===== src/sv/cmc_pkg.sv =====
// Shared types and codes for the cooling mode controller.
`default_nettype none

package cmc_pkg;

    localparam int TEMP_W = 12;
    localparam int TICK_W = 16;
    localparam int CFG_DATA_W = 16;
    localparam int CFG_INDEX_W = 3;

    typedef enum logic [1:0] {
        MODE_OFF    = 2'd0,
        MODE_ACTIVE = 2'd1,
        MODE_ERROR  = 2'd2
    } mode_t;

    typedef enum logic [2:0] {
        CAUSE_NONE        = 3'd0,
        CAUSE_FAULT       = 3'd1,
        CAUSE_AUTO_ON     = 3'd2,
        CAUSE_AUTO_OFF    = 3'd3,
        CAUSE_LONG_PRESS  = 3'd4,
        CAUSE_SHORT_PRESS = 3'd5,
        CAUSE_CMD_ERROR   = 3'd6,
        CAUSE_CMD_RESET   = 3'd7
    } cause_t;

    localparam logic [1:0] CMD_ERROR = 2'd1;
    localparam logic [1:0] CMD_RESET = 2'd2;

    localparam logic [CFG_INDEX_W-1:0] REG_SETPOINT_HIGH = 3'd0;
    localparam logic [CFG_INDEX_W-1:0] REG_SETPOINT_LOW  = 3'd1;
    localparam logic [CFG_INDEX_W-1:0] REG_LONG_PRESS    = 3'd2;
    localparam logic [CFG_INDEX_W-1:0] REG_DEBOUNCE      = 3'd3;
    localparam logic [CFG_INDEX_W-1:0] REG_BLINK_HALF    = 3'd4;

    localparam logic [TEMP_W-1:0] SETPOINT_HIGH_RST = 12'd250;
    localparam logic [TEMP_W-1:0] SETPOINT_LOW_RST  = 12'd200;
    localparam logic [TEMP_W-1:0] TEMP_HOLD_RST     = 12'd210;
    localparam logic [TICK_W-1:0] LONG_PRESS_RST    = 16'd1000;
    localparam logic [TICK_W-1:0] DEBOUNCE_RST      = 16'd50;
    localparam logic [TICK_W-1:0] BLINK_HALF_RST    = 16'd500;

endpackage

`default_nettype wire


===== src/sv/cooling_mode_controller.sv =====
// Cooling mode controller: button, command and sample rules with LED drive.
// Path: an accepted input beat passes the input register and then the result
// register; it waits while an earlier result waits on out_stall.
// Throughput: one tick beat per clock cycle while out_stall holds no result;
// one pass of compare and counter logic lies between the two registers.
// Reset: mode off, button released, counters clear, held temperature 21.0,
// configuration registers at their defaults, both pipeline stages empty.
`default_nettype none

module cooling_mode_controller #(
    parameter int COUNT_WIDTH = 16
) (
    input  wire                               clk,
    input  wire                               rst_n,
    input  wire                               in_valid,
    output logic                              in_stall,
    input  wire                               button_level,
    input  wire  [1:0]                        command,
    input  wire                               sample_strobe,
    input  wire                               sample_ok,
    input  wire  signed [cmc_pkg::TEMP_W-1:0] sample_temp,
    output logic                              out_valid,
    input  wire                               out_stall,
    output logic [1:0]                        mode,
    output logic                              green_led,
    output logic                              red_led,
    output logic                              sensor_fault,
    output logic signed [cmc_pkg::TEMP_W-1:0] held_temp,
    output logic [2:0]                        cause,
    input  wire                               cfg_write,
    input  wire  [cmc_pkg::CFG_INDEX_W-1:0]   cfg_index,
    input  wire  [cmc_pkg::CFG_DATA_W-1:0]    cfg_data
);

    localparam int CMP_W = (COUNT_WIDTH > cmc_pkg::TICK_W) ? COUNT_WIDTH : cmc_pkg::TICK_W;

    // configuration
    logic signed [cmc_pkg::TEMP_W-1:0] sp_high_reg;
    logic signed [cmc_pkg::TEMP_W-1:0] sp_low_reg;
    logic [cmc_pkg::TICK_W-1:0]        long_press_reg;
    logic [cmc_pkg::TICK_W-1:0]        debounce_reg;
    logic [cmc_pkg::TICK_W-1:0]        blink_half_reg;

    // input stage
    logic                              s1_valid_reg;
    logic                              s1_level_reg;
    logic [1:0]                        s1_cmd_reg;
    logic                              s1_strobe_reg;
    logic                              s1_ok_reg;
    logic signed [cmc_pkg::TEMP_W-1:0] s1_temp_reg;

    // controller state
    cmc_pkg::mode_t                    mode_reg;
    cmc_pkg::mode_t                    mode_next;
    logic                              btn_prev_reg;
    logic [COUNT_WIDTH-1:0]            press_reg;
    logic [COUNT_WIDTH-1:0]            press_next;
    logic [COUNT_WIDTH-1:0]            blink_reg;
    logic [COUNT_WIDTH-1:0]            blink_next;
    logic                              green_state_reg;
    logic                              green_state_next;
    logic signed [cmc_pkg::TEMP_W-1:0] temp_hold_reg;
    logic signed [cmc_pkg::TEMP_W-1:0] temp_hold_next;
    logic                              fault_reg;
    logic                              fault_next;
    cmc_pkg::cause_t                   cause_next;
    logic                              green_next;
    logic                              red_next;

    // result register
    logic                              out_valid_reg;
    logic [1:0]                        mode_out_reg;
    logic                              green_out_reg;
    logic                              red_out_reg;
    logic                              fault_out_reg;
    logic signed [cmc_pkg::TEMP_W-1:0] temp_out_reg;
    logic [2:0]                        cause_out_reg;

    logic in_take;
    logic advance;

    assign advance  = s1_valid_reg && (!out_valid_reg || !out_stall);
    assign in_stall = s1_valid_reg && !advance;
    assign in_take  = in_valid && !in_stall;

    always_ff @(posedge clk or negedge rst_n)
    begin
        if (!rst_n)
        begin
            sp_high_reg    <= cmc_pkg::SETPOINT_HIGH_RST;
            sp_low_reg     <= cmc_pkg::SETPOINT_LOW_RST;
            long_press_reg <= cmc_pkg::LONG_PRESS_RST;
            debounce_reg   <= cmc_pkg::DEBOUNCE_RST;
            blink_half_reg <= cmc_pkg::BLINK_HALF_RST;
        end
        else if (cfg_write)
        begin
            unique case (cfg_index)
                cmc_pkg::REG_SETPOINT_HIGH: sp_high_reg    <= cfg_data[cmc_pkg::TEMP_W-1:0];
                cmc_pkg::REG_SETPOINT_LOW:  sp_low_reg     <= cfg_data[cmc_pkg::TEMP_W-1:0];
                cmc_pkg::REG_LONG_PRESS:    long_press_reg <= cfg_data[cmc_pkg::TICK_W-1:0];
                cmc_pkg::REG_DEBOUNCE:      debounce_reg   <= cfg_data[cmc_pkg::TICK_W-1:0];
                cmc_pkg::REG_BLINK_HALF:    blink_half_reg <= cfg_data[cmc_pkg::TICK_W-1:0];
                default: ;
            endcase
        end
    end

    always_ff @(posedge clk or negedge rst_n)
    begin
        if (!rst_n)
        begin
            s1_valid_reg <= 1'b0;
        end
        else if (in_take)
        begin
            s1_valid_reg <= 1'b1;
        end
        else if (advance)
        begin
            s1_valid_reg <= 1'b0;
        end
    end

    always_ff @(posedge clk)
    begin
        if (in_take)
        begin
            s1_level_reg  <= button_level;
            s1_cmd_reg    <= command;
            s1_strobe_reg <= sample_strobe;
            s1_ok_reg     <= sample_ok;
            s1_temp_reg   <= sample_temp;
        end
    end

    always_comb
    begin
        logic [CMP_W-1:0] blink_cmp;

        mode_next        = mode_reg;
        cause_next       = cmc_pkg::CAUSE_NONE;
        press_next       = press_reg;
        blink_next       = blink_reg;
        green_state_next = green_state_reg;
        temp_hold_next   = temp_hold_reg;
        fault_next       = fault_reg;
        green_next       = 1'b0;
        red_next         = 1'b0;

        // button
        if (!s1_level_reg && btn_prev_reg)
        begin
            press_next = '0;
        end
        else
        begin
            if (!btn_prev_reg && (press_reg != '1))
            begin
                press_next = press_reg + 1'b1;
            end
            if (s1_level_reg && !btn_prev_reg && (mode_reg != cmc_pkg::MODE_ERROR))
            begin
                if (CMP_W'(press_next) >= CMP_W'(long_press_reg))
                begin
                    mode_next  = cmc_pkg::MODE_OFF;
                    cause_next = cmc_pkg::CAUSE_LONG_PRESS;
                end
                else if (CMP_W'(press_next) >= CMP_W'(debounce_reg))
                begin
                    mode_next  = cmc_pkg::MODE_ACTIVE;
                    cause_next = cmc_pkg::CAUSE_SHORT_PRESS;
                end
            end
        end

        // command
        if (s1_cmd_reg == cmc_pkg::CMD_ERROR)
        begin
            mode_next  = cmc_pkg::MODE_ERROR;
            cause_next = cmc_pkg::CAUSE_CMD_ERROR;
        end
        else if (s1_cmd_reg == cmc_pkg::CMD_RESET)
        begin
            mode_next  = cmc_pkg::MODE_OFF;
            cause_next = cmc_pkg::CAUSE_CMD_RESET;
        end

        // sample
        if (s1_strobe_reg)
        begin
            if (!s1_ok_reg)
            begin
                fault_next = 1'b1;
                if (mode_next != cmc_pkg::MODE_ERROR)
                begin
                    mode_next  = cmc_pkg::MODE_ERROR;
                    cause_next = cmc_pkg::CAUSE_FAULT;
                end
            end
            else
            begin
                fault_next     = 1'b0;
                temp_hold_next = s1_temp_reg;
                if (mode_next != cmc_pkg::MODE_ERROR)
                begin
                    if ((s1_temp_reg >= sp_high_reg) && (mode_next != cmc_pkg::MODE_ACTIVE))
                    begin
                        mode_next  = cmc_pkg::MODE_ACTIVE;
                        cause_next = cmc_pkg::CAUSE_AUTO_ON;
                    end
                    else if ((s1_temp_reg <= sp_low_reg) && (mode_next != cmc_pkg::MODE_OFF))
                    begin
                        mode_next  = cmc_pkg::MODE_OFF;
                        cause_next = cmc_pkg::CAUSE_AUTO_OFF;
                    end
                end
            end
        end

        // LEDs
        if (blink_reg != '1)
        begin
            blink_next = blink_reg + 1'b1;
        end
        blink_cmp = CMP_W'(blink_next);
        case (mode_next)
            cmc_pkg::MODE_OFF:
            begin
                green_state_next = 1'b1;
                green_next       = 1'b1;
            end
            cmc_pkg::MODE_ACTIVE:
            begin
                if (blink_cmp >= CMP_W'(blink_half_reg))
                begin
                    blink_next       = '0;
                    green_state_next = !green_state_reg;
                end
                green_next = green_state_next;
            end
            default:
            begin
                green_state_next = 1'b0;
                red_next         = 1'b1;
            end
        endcase
    end

    always_ff @(posedge clk or negedge rst_n)
    begin
        if (!rst_n)
        begin
            mode_reg        <= cmc_pkg::MODE_OFF;
            btn_prev_reg    <= 1'b1;
            press_reg       <= '0;
            blink_reg       <= '0;
            green_state_reg <= 1'b0;
            temp_hold_reg   <= cmc_pkg::TEMP_HOLD_RST;
            fault_reg       <= 1'b0;
        end
        else if (advance)
        begin
            mode_reg        <= mode_next;
            btn_prev_reg    <= s1_level_reg;
            press_reg       <= press_next;
            blink_reg       <= blink_next;
            green_state_reg <= green_state_next;
            temp_hold_reg   <= temp_hold_next;
            fault_reg       <= fault_next;
        end
    end

    always_ff @(posedge clk or negedge rst_n)
    begin
        if (!rst_n)
        begin
            out_valid_reg <= 1'b0;
        end
        else if (advance)
        begin
            out_valid_reg <= 1'b1;
        end
        else if (!out_stall)
        begin
            out_valid_reg <= 1'b0;
        end
    end

    always_ff @(posedge clk)
    begin
        if (advance)
        begin
            mode_out_reg  <= mode_next;
            green_out_reg <= green_next;
            red_out_reg   <= red_next;
            fault_out_reg <= fault_next;
            temp_out_reg  <= temp_hold_next;
            cause_out_reg <= cause_next;
        end
    end

    assign out_valid    = out_valid_reg;
    assign mode         = mode_out_reg;
    assign green_led    = green_out_reg;
    assign red_led      = red_out_reg;
    assign sensor_fault = fault_out_reg;
    assign held_temp    = temp_out_reg;
    assign cause        = cause_out_reg;

endmodule

`default_nettype wire


===== config.mk =====
export PLATFORM = sky130hd
export DESIGN_NAME = cooling_mode_controller
export DESIGN_NICKNAME = d
export VERILOG_FILES = /design/src/sv/cmc_pkg.sv /design/src/sv/cooling_mode_controller.sv
export SDC_FILE = /design/constraint.sdc
export NUM_CORES = 1
export LEC_CHECK = 0
export BUFFER_PORTS_ARGS = -buffer_cell sky130_fd_sc_hd__clkbuf_2
export CORE_AREA = 2 2 125 127
export DETAILED_ROUTE_END_ITERATION = 12
export DIE_AREA = 0 0 127 129
export PLACE_DENSITY_LB_ADDON = 0.3
export SYNTH_ARGS = -nofsm -noshare
export SYNTH_HDL_FRONTEND = slang
export SYNTH_SLANG_ARGS = --single-unit

===== constraint.sdc =====
create_clock -name clk -period 6.19 [get_ports clk]
set_input_delay 0.619 -clock clk [delete_from_list [all_inputs] [get_ports clk]]
set_output_delay 0.619 -clock clk [all_outputs]
set_load 0.05 [all_outputs]

# Word-level counts from Yosys, hierarchy flattened
# Cells that the tools add are included.
[totals] register_bits=160 latchBits=0 ramBits=0 mem_bits_ro=0 inputBits=41 output_inout_bits=22 memories=0
[classes] n_addsub=2 n_mul=0 div=0 order_cmp=5 n_eq_ne=13 n_shift=0 n_mux=41 bitwise_logic=0 n_reduce_logical=27
[ops] operator="$mux W16" count=6
[ops] operator="$ge A16 B16 Y1" count=3
[ops] operator="$mux W3" count=12
[ops] operator="$add A16 B1 Y16 const B" count=2
[ops] operator="$ne A16 B16 Y1 const B" count=2
[ops] operator="$mux W12" count=2
[ops] operator="$mux W2" count=12
[ops] operator="$ge A12 B12 Y1" count=1
[ops] operator="$le A12 B12 Y1" count=1
[ops] operator="$reduce_and A2 Y1" count=5
[ops] operator="$logic_and A1 B1 Y1" count=9
[ops] operator="$mux W1" count=8
[ops] operator="$logic_not A1 Y1" count=7
[ops] operator="$eq A3 B2 Y1 const B" count=2
[ops] operator="$eq A2 B1 Y1 const B" count=2
[ops] operator="$ne A2 B1 Y1 const B" count=2
[ops] operator="$ne A2 B2 Y1 const B" count=2
[ops] operator="$reduce_bool A2 Y1" count=2
[ops] operator="$eq A3 B1 Y1 const B" count=1
[ops] operator="$eq A3 B3 Y1 const B" count=1
[ops] operator="$logic_not A3 Y1" count=1
[ops] operator="$eq A2 B2 Y1 const B" count=1
[ops] operator="$logic_not A2 Y1" count=1
[ops] operator="$pmux W1 S2" count=1
[ops] operator="other kinds (2)" count=2

# Depth between registers and ports, before layout
[depth] ltp_word=21 ltp_mapped=19 ltp_nobuf=17

# Worst setup path before layout
# Ideal clock, no wire load.
[synth_timing] path_kind="register -> register" start="register press_reg[2]" end="register blink_reg[12]" arrival_ns=4.149 required_time_ns=6.058 path_slack_ns=1.910 path_stages_with_launch=20 path_buffers=2 path_cell_list="dfrtp_1 nand3_1 or2_2 o41a_1 and4_1 and3_1 clkbuf_1 nand4_1 xnor2_1 ha_1 nand4_2 nor3_1 nor4b_2 and3_4 a311oi_4 nand2_1 a2bb2oi_2 nor3_4 buf_6 o22ai_2"
[synth_via] elab_chain_cells=20 word_cells_on_any_way=26
[synth_rtl] element="start, declared" line_no="cooling_mode_controller.sv:56" text="logic [COUNT_WIDTH-1:0] press_reg;"
[synth_rtl] element="start signal, assigned" line_no="cooling_mode_controller.sv:266" text="press_reg <= press_next;"
[synth_rtl] element="branches (longest 2 deep; another with $add A16 B1 Y16)"
[synth_rtl] element="$mux W16 *" line_no="cooling_mode_controller.sv:158" text="if (!btn_prev_reg && (press_reg != '1))"
[synth_rtl] element="$mux W16 *" line_no="cooling_mode_controller.sv:152" text="if (!s1_level_reg && btn_prev_reg)"
[synth_rtl] element="$ge A16 B16 Y1" line_no="cooling_mode_controller.sv:169" text="else if (CMP_W'(press_next) >= CMP_W'(debounce_reg))"
[synth_rtl] element="$mux W2" line_no="cooling_mode_controller.sv:169"
[synth_rtl] element="$mux W2 *" line_no="cooling_mode_controller.sv:164" text="if (CMP_W'(press_next) >= CMP_W'(long_press_reg))"
[synth_rtl] element="$mux W2 *" line_no="cooling_mode_controller.sv:162" text="if (s1_level_reg && !btn_prev_reg && (mode_reg != cmc_pkg::MODE_ERROR))"
[synth_rtl] element="$mux W2 *" line_no="cooling_mode_controller.sv:152"
[synth_rtl] element="[3 not listed]"
[synth_rtl] element="$logic_and A1 B1 Y1" line_no="cooling_mode_controller.sv:212" text="else if ((s1_temp_reg <= sp_low_reg) && (mode_next != cmc_pkg::MODE_OFF))"
[synth_rtl] element="$mux W2" line_no="cooling_mode_controller.sv:212"
[synth_rtl] element="$mux W2" line_no="cooling_mode_controller.sv:207" text="if ((s1_temp_reg >= sp_high_reg) && (mode_next != cmc_pkg::MODE_ACTIVE))"
[synth_rtl] element="$mux W2" line_no="cooling_mode_controller.sv:205" text="if (mode_next != cmc_pkg::MODE_ERROR)"
[synth_rtl] element="$mux W2" line_no="cooling_mode_controller.sv:192" text="if (!s1_ok_reg)"
[synth_rtl] element="$mux W2 *" line_no="cooling_mode_controller.sv:190" text="if (s1_strobe_reg)"
[synth_rtl] element="$eq A2 B1 Y1 *" line_no="cooling_mode_controller.sv:227" text="case (mode_next)"
[synth_rtl] element="$mux W16 *" line_no="cooling_mode_controller.sv:227"
[synth_rtl] element="end signal, assigned" line_no="cooling_mode_controller.sv:267" text="blink_reg <= blink_next;"
[synth_rtl] element="end, declared" line_no="cooling_mode_controller.sv:58" text="logic [COUNT_WIDTH-1:0] blink_reg;"
# Mark *: on every way between the ends. The select of a mux whose other input is x is not followed.
# A chain may end at the register's enable or synchronous reset.

# Final worst setup path
[layout_timing] start="register press_reg[0]" end="register blink_reg[15]"
[layout_via] elab_chain_cells=20 word_cells_on_any_way=26
[layout_rtl] element="branches (longest 2 deep; another with $add A16 B1 Y16)"
[layout_rtl] element="$mux W16 *" line_no="cooling_mode_controller.sv:158"
[layout_rtl] element="$mux W16 *" line_no="cooling_mode_controller.sv:152"
[layout_rtl] element="$ge A16 B16 Y1" line_no="cooling_mode_controller.sv:169"
[layout_rtl] element="$mux W2" line_no="cooling_mode_controller.sv:169"
[layout_rtl] element="$mux W2 *" line_no="cooling_mode_controller.sv:164"
[layout_rtl] element="$mux W2 *" line_no="cooling_mode_controller.sv:162"
[layout_rtl] element="$mux W2 *" line_no="cooling_mode_controller.sv:152"
[layout_rtl] element="[4 not listed]"
[layout_rtl] element="$mux W2" line_no="cooling_mode_controller.sv:212"
[layout_rtl] element="$mux W2" line_no="cooling_mode_controller.sv:207"
[layout_rtl] element="$mux W2" line_no="cooling_mode_controller.sv:205"
[layout_rtl] element="$mux W2" line_no="cooling_mode_controller.sv:192"
[layout_rtl] element="$mux W2 *" line_no="cooling_mode_controller.sv:190"
[layout_rtl] element="via mode_next[1]" line_no="cooling_mode_controller.sv:54" text="cmc_pkg::mode_t mode_next;"
[layout_rtl] element="$eq A2 B1 Y1 *" line_no="cooling_mode_controller.sv:227"
[layout_rtl] element="$mux W16 *" line_no="cooling_mode_controller.sv:227"
# Mark *: on every way through the listed nets, which the timed path passes. The select of a mux whose other input is x is not followed.

==> metrics.yaml <==
final_layout:
  multiInputGateArea_um2: 4220
  num-fill-cells: 1167
  layout_common_cells: "nand2_1 (158), dfrtp_1 (94), inv_1 (86)"
  diodes: 0
  ff_latch_area_um2: 4230
  num-nets-final: 1055
  drive_gt1_share_pct: 21.0
  area_growth_pct: 12.9
  final_util_pct: 66.8
  final_common_cell: "nand2_1"
synth:
  seq_area_frac_synth_pct: 47.7
  synth_top_area_share_pct: 26.6
  avgSynthCellArea_um2: 10.1
  synth_area_leader_cell: "dfrtp_1"
  mappedNetlistArea_um2: 8850
  synth_edf_count: 37
  synthArstFlopShare_pct: 76.9
  ys_types: 77
  synthFlopType: "dfrtp_1"
  syn-instance-count: 875
  synth_area_leaders: "dfrtp_1 (27%), edfxtp_1 (13%), ha_1 (11%), dfstp_2 (8.6%), nand2_1 (6.7%)"
  synth_warnings: 0
  synthesis.nets: 992
  synth_seq_cells: 160
timing:
  slew_headroom_pct: 25.4
  final-max-slew-violation-count: 0
  setup_viol: 0
  rsz0062_at_grt: "no"
  worst_pin_slew_ns: 1.11
  setup-tns-final_ns: 0
  hold_violations: 0
  clock.fmax_mhz: 190
  fin_skew_ns: 0.00898
  finalCritPeriodShare_pct: 85.1
  post-route-min-period_ns: 5.27
clock_tree:
  clk_path_buf_depth: 2
  tritoncts: "yes"
  path_clk_slew_ns: 0.07
  clkSinkCount: 160
  cts_setup_buffers: 0
  clock_latency_ns: 0.43
  cts_resized: 0
  cts_buffers: 17
  ctsHoldBuffers: 0
  root_buffer: "clkbuf_16"
  htreeDepth: 4
die:
  die_area_um2: 16400
  die_w_um: 127
  die_h_um: 129
  initial_core_util_pct: 59.1
  row_count: 45
  ioPinCount: 63
  core_um2: 15000
detailed_routing:
  drtPass1Iterations: 5
  num_vias: 6477
  final_antenna_net_count: 0
  drc: 0
  drt-wirelength-per-cell_um: 17.2
  totalWireLength_um: 19600
  via_per_inst: 5.69
  drt_iter0_drc: 497
power:
  total_leakage_power_nw: 4.69
  irDropWorstVdd_mv: 0.201
  power.density_nw_per_um2: 334
worst_setup_path:
  crit_slowest_cell: "nor3_4"
  crit_type: "reg -> reg"
  crit_chain: "ha_1 -> nand4_1 -> o41a_1 -> and4_1 -> and3_1 -> nand4_1 -> xnor2_1 -> ha_1 -> and3_1 -> o21ai_1 -> nor4b_2 -> and3_4 -> nand3_2 -> a21boi_4 -> a32oi_2 -> nor3_4 -> o21ai_0"
  cp.required_ns: 6.47
  arrival_ns: 5.54
  endpoint_kind: "flip-flop"
  cp_max_fo: 16
  cpPeakStageDelay_ns: 0.73
  critPathLaunchType: "flip-flop"
grt:
  grt_overflow_total: 0
  grt_pass1_vias: 6322
  grt_max_degree: 66
  grt.total_usage_pct: 25.1
  antenna_found_initial: 0
  grt_pass1_wl_um: 32200
placed_design:
  io_buffers: 62
  gp_congestion: 0.876
  place_hpwl_um: 14100
min_path:
  worstHoldPathType: "in -> async"
status:
  outcome: "finished, final reports clean"
job:
  cap_violations: 0
[worst max-delay path, delay by kind of cell (launching register included)]
| family | cells | cell delay [ns] |
|---|---|---|
| adders and majority gates | 2 | 0.58 |
| AOI/OAI and AO/OA | 5 | 1.24 |
| DFF | 1 | 0.45 |
| xor gates and xnor gates | 1 | 0.30 |
| and+or+nand+nor | 9 | 2.54 |
[path summary, 6_finish.rpt]
kind	depth (start not counted)	startpoint	slack [ns]	end
worst max register to register	17	press_reg[0]	0.92	blink_reg[15]
min in group clk	1	sample_temp[0]	0.36	s1_temp_reg[0]
max in group asynchronous	2	rst_n	4.62	blink_reg[6]
worst min register to register	2	temp_hold_reg[1]	0.47	temp_hold_reg[1]
worst max-delay path	17	press_reg[0]	0.92	blink_reg[15]
worst min-delay path	1	rst_n	0.28	long_press_reg[2]
[logic make-up after synthesis]
group	share of synthesized area, %
AOI/OAI and AO/OA	13.6
buffers and inverters	5.10
muxes	4.42
DFF	47.7
xor gates and xnor gates	3.26
and+or+nand+nor	15.1
adders and majority gates	10.7
[per-layer routing]
metal,part of all wire (%),track usage [%]
met1,45,34.7
met2,48,41.0
met3,5.0,4.49
met4,2.0,7.76
met5,0,0
[cells in the mapped netlist, types with 2 or more instances]
cell type,n
a211oi_1,4
a21o_1,11
a21oi_1,18
a21oi_2,6
a221oi_1,2
a22o_1,4
a31oi_1,4
and2_1,2
and3_1,12
and4_1,7
buf_6,3
clkbuf_1,23
dfrtp_1,94
dfstp_2,29
edfxtp_1,37
ha_1,76
inv_1,86
mux2_2,33
mux2i_1,2
nand2_1,158
nand2b_1,11
nand3_1,16
nand4_1,17
nor2_1,25
nor2b_1,6
nor3_1,4
nor3_4,2
nor4b_1,2
nor4bb_1,2
o21a_1,6
o21ai_0,84
o21ai_1,3
o21ai_2,4
o22ai_1,2
o31ai_1,7
xnor2_1,22
xor2_1,11
[per-stage QoR]
stage	worst slack (ns)	hold WS (ns)	instance area, um2	cells	power [mW]
detailed placement	0.979	0.460	9390	1107	2.27
finish	0.924	0.284	10000	1139	3.34
global placement	1.13	0.445	9390	1107	2.23
floorplan	1.91	0.323	8850	875	2.03
CTS	0.919	0.311	10000	1139	3.36
global route	0.505	0.343	10000	1139	3.53
[power by group]
part | leakage (nW) | total (mW) | switching (mW) | internal (mW)
combinational | 2.54 | 0.858 | 0.519 | 0.340
clock | 0.294 | 1.08 | 0.493 | 0.583
sequential | 1.85 | 1.41 | 0.106 | 1.30
total | 4.69 | 3.34 | 1.12 | 2.22
[final cells by class]
cell class | count | area share (%)
clock inverters | 15 | 1.88
flip-flops and latches | 160 | 42.3
multi-input cells | 601 | 42.2
repair buffers | 71 | 3.80
well taps | 188 | 2.35
inverters | 87 | 3.27
clock buffers | 17 | 4.25
Power figures use the tool's default switching activity.
